===== src/hw/rtl/eire_pkg.sv =====
// shared types and constants of the event interval rate estimator
package eire_pkg;
	localparam int TIME_W = 48;
	localparam int FRAC_W = 16;
	localparam int PER_W  = 32;
	localparam int STR_W  = 64;
	localparam int NUM_W  = 81;
	localparam int DIV_W  = 64;
	localparam int MUL_W  = 32;

	localparam logic [1:0] ACT_EVENT  = 2'd0;
	localparam logic [1:0] ACT_RECALC = 2'd1;

	localparam logic       CFG_PERIOD = 1'b0;
	localparam logic       CFG_START  = 1'b1;

	typedef struct packed {
		logic [1:0]        action;
		logic [TIME_W-1:0] now_ms;
	} eire_in_t;

	typedef struct packed {
		logic [TIME_W-1:0] avg_interval;
		logic [TIME_W-1:0] min_avg_interval;
		logic [TIME_W-1:0] avg_events_per_period;
		logic [TIME_W-1:0] max_events_per_period;
		logic [STR_W-1:0]  strict_avg_interval;
		logic [TIME_W-1:0] strict_events_per_period;
		logic [TIME_W-1:0] event_total;
		logic [TIME_W-1:0] last_event_time;
	} eire_out_t;
endpackage


===== src/hw/rtl/eire_mul.sv =====
// bit-serial shift-add multiplier that accumulates into a running sum
module eire_mul (
	input  logic                       clk,
	input  logic                       arst_n,
	input  logic                       start,
	input  logic                       clr,
	input  logic [eire_pkg::NUM_W-1:0] mcand,
	input  logic [eire_pkg::MUL_W-1:0] mplier,
	output logic                       done,
	output logic [eire_pkg::NUM_W-1:0] acc
);
	import eire_pkg::*;

	logic [NUM_W-1:0] mcand_q;
	logic [MUL_W-1:0] mplier_q;
	logic [NUM_W-1:0] acc_q;
	logic [5:0]       cnt_q;
	logic             busy_q;
	logic             done_q;

	always_ff @(posedge clk or negedge arst_n) begin
		if (!arst_n) begin
			busy_q <= 1'b0;
			done_q <= 1'b0;
			cnt_q  <= '0;
		end else begin
			done_q <= 1'b0;
			if (start) begin
				busy_q <= 1'b1;
				cnt_q  <= 6'(MUL_W);
			end else if (busy_q) begin
				cnt_q <= cnt_q - 6'd1;
				if (cnt_q == 6'd1) begin
					busy_q <= 1'b0;
					done_q <= 1'b1;
				end
			end
		end
	end

	always_ff @(posedge clk) begin
		if (start) begin
			mcand_q  <= mcand;
			mplier_q <= mplier;
			if (clr) begin
				acc_q <= '0;
			end
		end else if (busy_q) begin
			if (mplier_q[0]) begin
				acc_q <= acc_q + mcand_q;
			end
			mcand_q  <= {mcand_q[NUM_W-2:0], 1'b0};
			mplier_q <= {1'b0, mplier_q[MUL_W-1:1]};
		end
	end

	assign done = done_q;
	assign acc  = acc_q;
endmodule


===== src/hw/rtl/eire_div.sv =====
// bit-serial restoring divider, 81 or 64 dividend bits
module eire_div (
	input  logic                       clk,
	input  logic                       arst_n,
	input  logic                       start,
	input  logic                       mode64,
	input  logic [eire_pkg::NUM_W-1:0] dividend,
	input  logic [eire_pkg::DIV_W-1:0] divisor,
	output logic                       done,
	output logic [eire_pkg::NUM_W-1:0] quo
);
	import eire_pkg::*;

	logic [NUM_W-1:0] dv_q;
	logic [NUM_W-1:0] quo_q;
	logic [DIV_W-1:0] rem_q;
	logic [DIV_W-1:0] dsr_q;
	logic [6:0]       cnt_q;
	logic             busy_q;
	logic             done_q;
	logic [DIV_W:0]   trial;
	logic [DIV_W:0]   diff;
	logic             ge;

	assign trial = {rem_q, dv_q[NUM_W-1]};
	assign diff  = trial - {1'b0, dsr_q};
	assign ge    = trial >= {1'b0, dsr_q};

	always_ff @(posedge clk or negedge arst_n) begin
		if (!arst_n) begin
			busy_q <= 1'b0;
			done_q <= 1'b0;
			cnt_q  <= '0;
		end else begin
			done_q <= 1'b0;
			if (start) begin
				busy_q <= 1'b1;
				cnt_q  <= mode64 ? 7'(DIV_W) : 7'(NUM_W);
			end else if (busy_q) begin
				cnt_q <= cnt_q - 7'd1;
				if (cnt_q == 7'd1) begin
					busy_q <= 1'b0;
					done_q <= 1'b1;
				end
			end
		end
	end

	always_ff @(posedge clk) begin
		if (start) begin
			dv_q  <= mode64 ? {dividend[DIV_W-1:0], {(NUM_W-DIV_W){1'b0}}} : dividend;
			dsr_q <= divisor;
			rem_q <= '0;
			quo_q <= '0;
		end else if (busy_q) begin
			rem_q <= ge ? diff[DIV_W-1:0] : trial[DIV_W-1:0];
			quo_q <= {quo_q[NUM_W-2:0], ge};
			dv_q  <= {dv_q[NUM_W-2:0], 1'b0};
		end
	end

	assign done = done_q;
	assign quo  = quo_q;
endmodule


===== src/hw/rtl/event_interval_rate_estimator.sv =====
// event interval rate estimator: top level sequencer and state
// time from request to result is set by the serial divider (up to one 81-bit
//   division and four 64-bit divisions, one bit per cycle) and two multiply
//   passes; the input stalls until each result is loaded into the output register
// a new request is taken while the previous result waits in the output register
// reset clears averages, count, last event time, period to 60000 and start to 0
module event_interval_rate_estimator (
	input  logic                 clk,
	input  logic                 arst_n,
	input  logic                 in_valid,
	output logic                 in_stall,
	input  eire_pkg::eire_in_t   in_data,
	output logic                 out_valid,
	input  logic                 out_stall,
	output eire_pkg::eire_out_t  out_data,
	input  logic                 cfg_we,
	input  logic                 cfg_idx,
	input  logic [47:0]          cfg_data
);
	import eire_pkg::*;

	// sequencer states
	localparam logic [3:0] S_IDLE = 4'd0;
	localparam logic [3:0] S_PREP = 4'd1;
	localparam logic [3:0] S_MULA = 4'd2;
	localparam logic [3:0] S_MULB = 4'd3;
	localparam logic [3:0] S_DAVG = 4'd4;
	localparam logic [3:0] S_STR  = 4'd5;
	localparam logic [3:0] S_RAVG = 4'd6;
	localparam logic [3:0] S_RMIN = 4'd7;
	localparam logic [3:0] S_RSTR = 4'd8;
	localparam logic [3:0] S_OUT  = 4'd9;

	logic [3:0]        state_q;
	logic              go_q;
	logic              go_d;

	// configuration
	logic [PER_W-1:0]  period_q;
	logic [TIME_W-1:0] start_q;

	// persistent state
	logic [TIME_W-1:0] avg_q;
	logic [TIME_W-1:0] min_q;
	logic [TIME_W-1:0] last_q;
	logic [TIME_W-1:0] count_q;

	// per-request working registers
	logic [1:0]        action_q;
	logic [TIME_W-1:0] now_q;
	logic [PER_W-1:0]  iv_q;
	logic [PER_W-1:0]  pm_q;
	logic [PER_W-1:0]  p_q;
	logic [STR_W-1:0]  strict_q;
	logic [TIME_W-1:0] ravg_q;
	logic [TIME_W-1:0] rmin_q;
	logic [TIME_W-1:0] rstr_q;

	logic              out_valid_q;
	eire_out_t         out_q;

	// clamped period and interval
	logic [PER_W-1:0]  p_eff;
	logic [TIME_W-1:0] delta;
	logic [PER_W-1:0]  iv_c;

	// shared units
	logic              mul_start;
	logic              mul_clr;
	logic [NUM_W-1:0]  mul_mcand;
	logic [PER_W-1:0]  mul_mplier;
	logic              mul_done;
	logic [NUM_W-1:0]  mul_acc;

	logic              div_start;
	logic              div_mode64;
	logic [NUM_W-1:0]  div_dividend;
	logic [DIV_W-1:0]  div_divisor;
	logic              div_done;
	logic [NUM_W-1:0]  div_quo;
	logic [TIME_W-1:0] quo_sat;

	logic [NUM_W-1:0]  rate_dividend;
	logic              strict_ok;
	logic [TIME_W-1:0] new_avg;
	logic              out_free;

	assign p_eff = (period_q < PER_W'(2)) ? PER_W'(2) : period_q;
	assign delta = now_q - last_q;

	always_comb begin
		if (now_q <= last_q) begin
			iv_c = PER_W'(1);
		end else if (delta >= {{(TIME_W-PER_W){1'b0}}, p_eff}) begin
			iv_c = p_eff - PER_W'(1);
		end else begin
			iv_c = delta[PER_W-1:0];
		end
	end

	// rate dividend: period scaled by two fraction widths
	assign rate_dividend = {{(NUM_W-PER_W-2*FRAC_W){1'b0}}, period_q, {(2*FRAC_W){1'b0}}};
	assign quo_sat       = (div_quo[NUM_W-1:TIME_W] != '0) ? '1 : div_quo[TIME_W-1:0];
	assign strict_ok     = (now_q > start_q) && (count_q != '0);
	assign new_avg       = quo_sat;
	assign out_free      = !out_valid_q || !out_stall;

	// unit control
	always_comb begin
		mul_start    = 1'b0;
		mul_clr      = 1'b0;
		mul_mcand    = '0;
		mul_mplier   = '0;
		div_start    = 1'b0;
		div_mode64   = 1'b1;
		div_dividend = '0;
		div_divisor  = '0;
		unique case (state_q)
			S_MULA: begin
				mul_start  = go_q;
				mul_clr    = 1'b1;
				mul_mcand  = {{(NUM_W-TIME_W){1'b0}}, avg_q};
				mul_mplier = pm_q;
			end
			S_MULB: begin
				mul_start  = go_q;
				mul_mcand  = {{(NUM_W-PER_W-FRAC_W){1'b0}}, iv_q, {FRAC_W{1'b0}}};
				mul_mplier = iv_q;
			end
			S_DAVG: begin
				div_start    = go_q;
				div_mode64   = 1'b0;
				div_dividend = mul_acc;
				div_divisor  = {{(DIV_W-PER_W){1'b0}}, p_q};
			end
			S_STR: begin
				div_start    = go_q && strict_ok;
				div_dividend = {{(NUM_W-STR_W){1'b0}}, now_q - start_q, {FRAC_W{1'b0}}};
				div_divisor  = {{(DIV_W-TIME_W){1'b0}}, count_q};
			end
			S_RAVG: begin
				div_start    = go_q && (avg_q != '0);
				div_dividend = rate_dividend;
				div_divisor  = {{(DIV_W-TIME_W){1'b0}}, avg_q};
			end
			S_RMIN: begin
				div_start    = go_q && (min_q != '0);
				div_dividend = rate_dividend;
				div_divisor  = {{(DIV_W-TIME_W){1'b0}}, min_q};
			end
			S_RSTR: begin
				div_start    = go_q && (strict_q != '0);
				div_dividend = rate_dividend;
				div_divisor  = strict_q;
			end
			default: begin
			end
		endcase
	end

	// start pulse for the next step, raised in the cycle after a step ends
	always_comb begin
		unique case (state_q)
			S_PREP: go_d = 1'b1;
			S_MULA: go_d = mul_done;
			S_MULB: go_d = mul_done;
			S_DAVG: go_d = div_done;
			S_STR:  go_d = (go_q && !strict_ok) || div_done;
			S_RAVG: go_d = (go_q && avg_q == '0) || div_done;
			S_RMIN: go_d = (go_q && min_q == '0) || div_done;
			default: go_d = 1'b0;
		endcase
	end

	eire_mul u_mul (
		.clk    (clk),
		.arst_n (arst_n),
		.start  (mul_start),
		.clr    (mul_clr),
		.mcand  (mul_mcand),
		.mplier (mul_mplier),
		.done   (mul_done),
		.acc    (mul_acc)
	);

	eire_div u_div (
		.clk      (clk),
		.arst_n   (arst_n),
		.start    (div_start),
		.mode64   (div_mode64),
		.dividend (div_dividend),
		.divisor  (div_divisor),
		.done     (div_done),
		.quo      (div_quo)
	);

	// configuration writes
	always_ff @(posedge clk or negedge arst_n) begin
		if (!arst_n) begin
			period_q <= PER_W'(60000);
			start_q  <= '0;
		end else if (cfg_we) begin
			unique case (cfg_idx)
				CFG_PERIOD: period_q <= cfg_data[PER_W-1:0];
				CFG_START:  start_q  <= cfg_data[TIME_W-1:0];
				default: begin
				end
			endcase
		end
	end

	// sequencer and state update
	always_ff @(posedge clk or negedge arst_n) begin
		if (!arst_n) begin
			state_q     <= S_IDLE;
			go_q        <= 1'b0;
			avg_q       <= '0;
			min_q       <= '0;
			last_q      <= '0;
			count_q     <= '0;
			out_valid_q <= 1'b0;
		end else begin
			go_q        <= go_d;
			// result loads when the output register frees, else holds while stalled
			out_valid_q <= (state_q == S_OUT && out_free) || (out_valid_q && out_stall);
			unique case (state_q)
				S_IDLE: begin
					if (in_valid) begin
						state_q <= S_PREP;
					end
				end
				S_PREP: begin
					// query and the unused code skip the average update
					if (action_q == ACT_EVENT || action_q == ACT_RECALC) begin
						state_q <= S_MULA;
					end else begin
						state_q <= S_STR;
					end
				end
				S_MULA: begin
					if (mul_done) begin
						state_q <= S_MULB;
					end
				end
				S_MULB: begin
					if (mul_done) begin
						state_q <= S_DAVG;
					end
				end
				S_DAVG: begin
					if (div_done) begin
						avg_q <= new_avg;
						// a zero minimum means none seen yet
						if (new_avg < min_q || min_q == '0) begin
							min_q <= new_avg;
						end
						if (action_q == ACT_EVENT) begin
							last_q <= now_q;
							if (count_q != '1) begin
								count_q <= count_q + TIME_W'(1);
							end
						end
						state_q <= S_STR;
					end
				end
				S_STR: begin
					if ((go_q && !strict_ok) || div_done) begin
						state_q <= S_RAVG;
					end
				end
				S_RAVG: begin
					if ((go_q && avg_q == '0) || div_done) begin
						state_q <= S_RMIN;
					end
				end
				S_RMIN: begin
					if ((go_q && min_q == '0) || div_done) begin
						state_q <= S_RSTR;
					end
				end
				S_RSTR: begin
					if ((go_q && strict_q == '0) || div_done) begin
						state_q <= S_OUT;
					end
				end
				S_OUT: begin
					if (out_free) begin
						state_q <= S_IDLE;
					end
				end
				default: begin
					state_q <= S_IDLE;
				end
			endcase
		end
	end

	// working registers, no reset needed
	always_ff @(posedge clk) begin
		unique case (state_q)
			S_IDLE: begin
				action_q <= in_data.action;
				now_q    <= in_data.now_ms;
			end
			S_PREP: begin
				iv_q     <= iv_c;
				pm_q     <= p_eff - iv_c;
				p_q      <= p_eff;
			end
			S_STR: begin
				if (go_q && !strict_ok) begin
					strict_q <= '0;
				end else if (div_done) begin
					strict_q <= div_quo[STR_W-1:0];
				end
			end
			S_RAVG: begin
				if (go_q && avg_q == '0) begin
					ravg_q <= '0;
				end else if (div_done) begin
					ravg_q <= quo_sat;
				end
			end
			S_RMIN: begin
				if (go_q && min_q == '0) begin
					rmin_q <= '0;
				end else if (div_done) begin
					rmin_q <= quo_sat;
				end
			end
			S_RSTR: begin
				if (go_q && strict_q == '0) begin
					rstr_q <= '0;
				end else if (div_done) begin
					rstr_q <= quo_sat;
				end
			end
			S_OUT: begin
				if (out_free) begin
					out_q.avg_interval             <= avg_q;
					out_q.min_avg_interval         <= min_q;
					out_q.avg_events_per_period    <= ravg_q;
					out_q.max_events_per_period    <= rmin_q;
					out_q.strict_avg_interval      <= strict_q;
					out_q.strict_events_per_period <= rstr_q;
					out_q.event_total              <= count_q;
					out_q.last_event_time          <= last_q;
				end
			end
			default: begin
			end
		endcase
	end

	assign in_stall  = (state_q != S_IDLE);
	assign out_valid = out_valid_q;
	assign out_data  = out_q;
endmodule


===== config.mk =====
export PLATFORM = sky130hd
export DESIGN_NAME = event_interval_rate_estimator
export DESIGN_NICKNAME = d
export VERILOG_FILES = /design/src/hw/rtl/eire_pkg.sv /design/src/hw/rtl/eire_mul.sv /design/src/hw/rtl/eire_div.sv /design/src/hw/rtl/event_interval_rate_estimator.sv
export SDC_FILE = /design/constraint.sdc
export NUM_CORES = 2
export LEC_CHECK = 0
export BUFFER_PORTS_ARGS = -buffer_cell sky130_fd_sc_hd__buf_2
export CAP_MARGIN = 10
export CORE_ASPECT_RATIO = 0.6
export CORE_MARGIN = 2
export CORE_UTILIZATION = 30
export DETAILED_ROUTE_END_ITERATION = 16
export GPL_ROUTABILITY_DRIVEN = 0
export HOLD_SLACK_MARGIN = 0.03
export REMOVE_ABC_BUFFERS = 1
export SYNTH_ARGS = -nofsm -noshare
export SYNTH_HDL_FRONTEND = slang
export SYNTH_SLANG_ARGS = --single-unit

===== constraint.sdc =====
create_clock -name clk -period 27.5 [get_ports clk]
set_input_delay 5.5 -clock clk [delete_from_list [all_inputs] [get_ports clk]]
set_output_delay 5.5 -clock clk [all_outputs]
set_load 0.02 [all_outputs]

==> results.toml <==
[worst_setup_path]
crit_required_ns = 28.09
cp_num_buf_inv = 1
timing.rr.end = "pm_q[30]$_DFFE_PP_"
crit_top_cell = "a21oi_1"
arrival_ns = 12.07
slowest_delay_ns = 0.81
crit_slowest_cell = "nand4_4"
criticalPathCategory = "reg2reg"
cp-end-kind = "register"
cp-start-kind = "register"
reg2reg_slack_ns = 16.01
ff2ff_path_depth = 39
r2r_start = "now_q[1]$_DFFE_PN_"
crit_fanout = 63
path_delay_family = "compound AO/OA/AOI/OAI gates"

[placement]
portBuffers = 505
dp.final_hpwl_um = 207000
post-place-ws_ns = 16.61
placed_cells = 10307

[outcome]
status = "completed"

[route]
wirelength_um = 277600
via_count = 57694
route.detailed.drc = 0
avgViaCountPerCell = 5.435
final_antenna_net_count = 0
routedWlPerCell_um = 26.15
drt_first_pass_iters = 9
drtIter0Drc = 7917

[power]
ir_drop_mv = 0.07880
netSwitchingFraction_pct = 40.41
p_seq_share_pct = 35.6
power_frac_comb_pct = 41.0
clock_power_share_pct = 23.4
power_density_nw_per_um2 = 115.1
p_sw_mw = 4.074
internal_power_mw = 6.007
p_leak_nw = 34.85

[synthesis]
synth_area_leader_cell = "edfxtp_1"
synth_top_cell_area_share_pct = 43.38
synth_warnings = 0
muxShareOfSynthArea_pct = 4.572
synth_top_family_by_area = "compound AO/OA/AOI/OAI gates"
synth_compound_area_share_pct = 12.74
avgSynthCellArea_um2 = 11.21
synth_cells = 6753
synth_area_leaders = "edfxtp_1, dfrtp_1, ha_1"
yosysUniqueCellTypes = 89
synthFlopType = "edfxtp_1"
netlist_area_um2 = 75670
synth_fa_ha_area_share_pct = 6.035
synthSimpleGateAreaFrac_pct = 12.26
ys_seq_area_share_pct = 56.98
synth_xor_xnor_area_share_pct = 3.658
ys_async_sr_fraction_pct = 19.24
ys_ff_latch = 1533
synth_edf_count = 1093

[floorplan]
die_x_um = 652.4
fp.coreArea_um2 = 250200
rows = 142
num_io_pins = 506
initial_core_util_pct = 30.25
die_h_um = 393.0
die_area_um2 = 256400

[timing]
worst_pin_slew_ns = 1.372
grt_setup_unrepaired = "no"
setup_viol = 0
skew_ns = 0.05620
post-route-period-util_pct = 41.77
fin_crit_ns = 11.49
finalSetupTns_ns = 0
maxSlewViolCount = 0
slew_headroom_pct = 7.980
fmax_mhz = 87.05
setup_slack_ns = 16.01
hold_viol_final = 0

[layout]
layout-drive-gt1-share_pct = 14.39
final_cells = 10616
fillers = 24658
area_growth_pct = 15.72
nets = 7622

[clocking]
cts-buffers-inserted = 159
cts_tree = "done"
cts_root_buf = "clkbuf_16"
ctsHtreeMaxLevel = 4
cts_setup_buffers = 0
clock_latency_ns = 0.84
clkSlewWorstSetupHoldPaths_ns = 0.06
clockBufferDepth = 3
cts.sinks = 1533
cts_hold_buf = 0
post_cts_resized = 0

[global_route]
grt_start_max_net_pins = 151
gr-total-overflow = 0
antenna_found_initial = 31
grt_usage_pct = 20.99
grt_pass1_wl_um = 391300
grt_pass1_vias = 53768

[flow_run]
maxCapViolations = 0

[min_path]
hold_class = "reg2reg"
worstHoldPathCells = 0
whs_endpoint = "out_data[295]$_DFFE_PP_"
min_from = "ravg_q[39]$_SDFFCE_PP0P_"
cells in the final DEF (no fill, tap or decap), types with 34 or more instances in the layout:
master and instances:
nor2_1 780, a21oi_1 395, o21ai_0 366, a21o_1 197, nor3_1 70, dfrtp_1 285, nand2_1 473, buf_2 504
and3_1 52, a222oi_1 34, a22oi_1 39, xor2_1 112, clkbuf_16 159, edfxtp_1 1093, nand2b_1 43, a211oi_1 63
mux2i_1 181, nand3_1 94, a221oi_1 86, xnor2_1 204, o21bai_1 67, ha_1 357, inv_1 392, nor2b_1 52
buf_4 83, and2_1 139, dfxtp_1 145, nor4_1 80, nand4_1 103, mux2_2 107
per-stage QoR:
| stage | hold slack [ns] | utilization, % | total power [mW] | instance area (um2) |
|---|---|---|---|---|
| after global placement | 0.4014 | 32.72 | 7.527 | 81850 |
| after detailed placement | 0.4045 | 32.72 | 7.607 | 81850 |
| after global routing | 0.4050 | 35.00 | 10.60 | 87550 |
| after floorplan | 0.4003 | - | 6.317 | 74300 |
| after CTS | 0.3909 | 35.00 | 9.987 | 87550 |
| final | 0.3942 | 35.00 | 10.08 | 87570 |
power groups by stage:
| stage | logic [mW] | registers [mW] | clock network (mW) |
|---|---|---|---|
| CTS | 4.02 | 3.57 | 2.39 |
| global route | 4.50 | 3.62 | 2.48 |
| finish | 4.13 | 3.59 | 2.36 |
| global placement | 3.92 | 3.60 | 0 |
| detailed placement | 4.00 | 3.61 | 0 |
| floorplan | 2.78 | 3.54 | 0 |
metal layers:
layer | GRT usage [%] | part of all wire [%]
met1 | 30.07 | 43
met2 | 29.26 | 40
met4 | 8.330 | 4.5
met3 | 6.398 | 12
met5 | 0 | 0.017
sequential cells by signal, summed over array words and instances (netlist names), 64 cells and up:
register	cells
out_data	400
u_div.dsr_q	64
u_div.quo	81
u_mul.acc	81
u_mul.mcand_q	81
strict_q	64
u_div.rem_q	64
u_div.dv_q	81
synthesized netlist by cell type (all sizes together) (9+ instances only):
cell     count
a2111oi     11
a211oi      63
a21o       197
a21oi      399
a221o       10
a221oi      86
a222oi      34
a22o        21
a22oi       39
a31oi       28
and2       143
and3        53
and4        10
buf         42
clkbuf     306
dfrtp      288
dfxtp      145
edfxtp    1093
ha         357
inv        393
mux2       108
mux2i      181
mux4        19
nand2      477
nand2b      44
nand3       95
nand3b      20
nand4      104
nor2       786
nor2b       54
nor3        72
nor3b        9
nor4        82
o211ai      28
o21a        30
o21ai      376
o21bai      67
o31ai       18
or2         16
or3         22
xnor2      204
xor2       112
worst max-delay path by stage:
stage	start	end	slack, ns	cells past startpoint
5_1_grt	now_q[1]$_DFFE_PN_	pm_q[30]$_DFFE_PP_	15.53	39
3_3_place_gp	now_q[1]$_DFFE_PN_	pm_q[30]$_DFFE_PP_	16.39	39
2_1_floorplan	out_stall	out_data[0]$_DFFE_PP_	2.01	1
3_5_place_dp	now_q[1]$_DFFE_PN_	pm_q[30]$_DFFE_PP_	16.61	39
4_1_cts	now_q[1]$_DFFE_PN_	pm_q[30]$_DFFE_PP_	16.53	39
6_report	now_q[1]$_DFFE_PN_	pm_q[30]$_DFFE_PP_	16.01	39
logic make-up after synthesis:
logic type,count (synthesis)
AOI/OAI and AO/OA,1493
xor gates and xnor gates,316
adders and majority gates,362
buffers and inverters,741
DFF,1533
muxes,308
and+or+nand+nor,2000
layout make-up:
class,instances,area [um2],area share (%)
Multi-Input combinational cell,4479,29900,34.14
Clock buffer,203,4274,4.881
Tap cell,3312,4144,4.732
Clock inverter,97,1421,1.623
Sequential cell,1533,43120,49.25
Antenna cell,9,22.52,0.02572
Timing Repair Buffer,590,3201,3.655
Inverter,393,1483,1.693
Power figures use the tool's default switching activity.
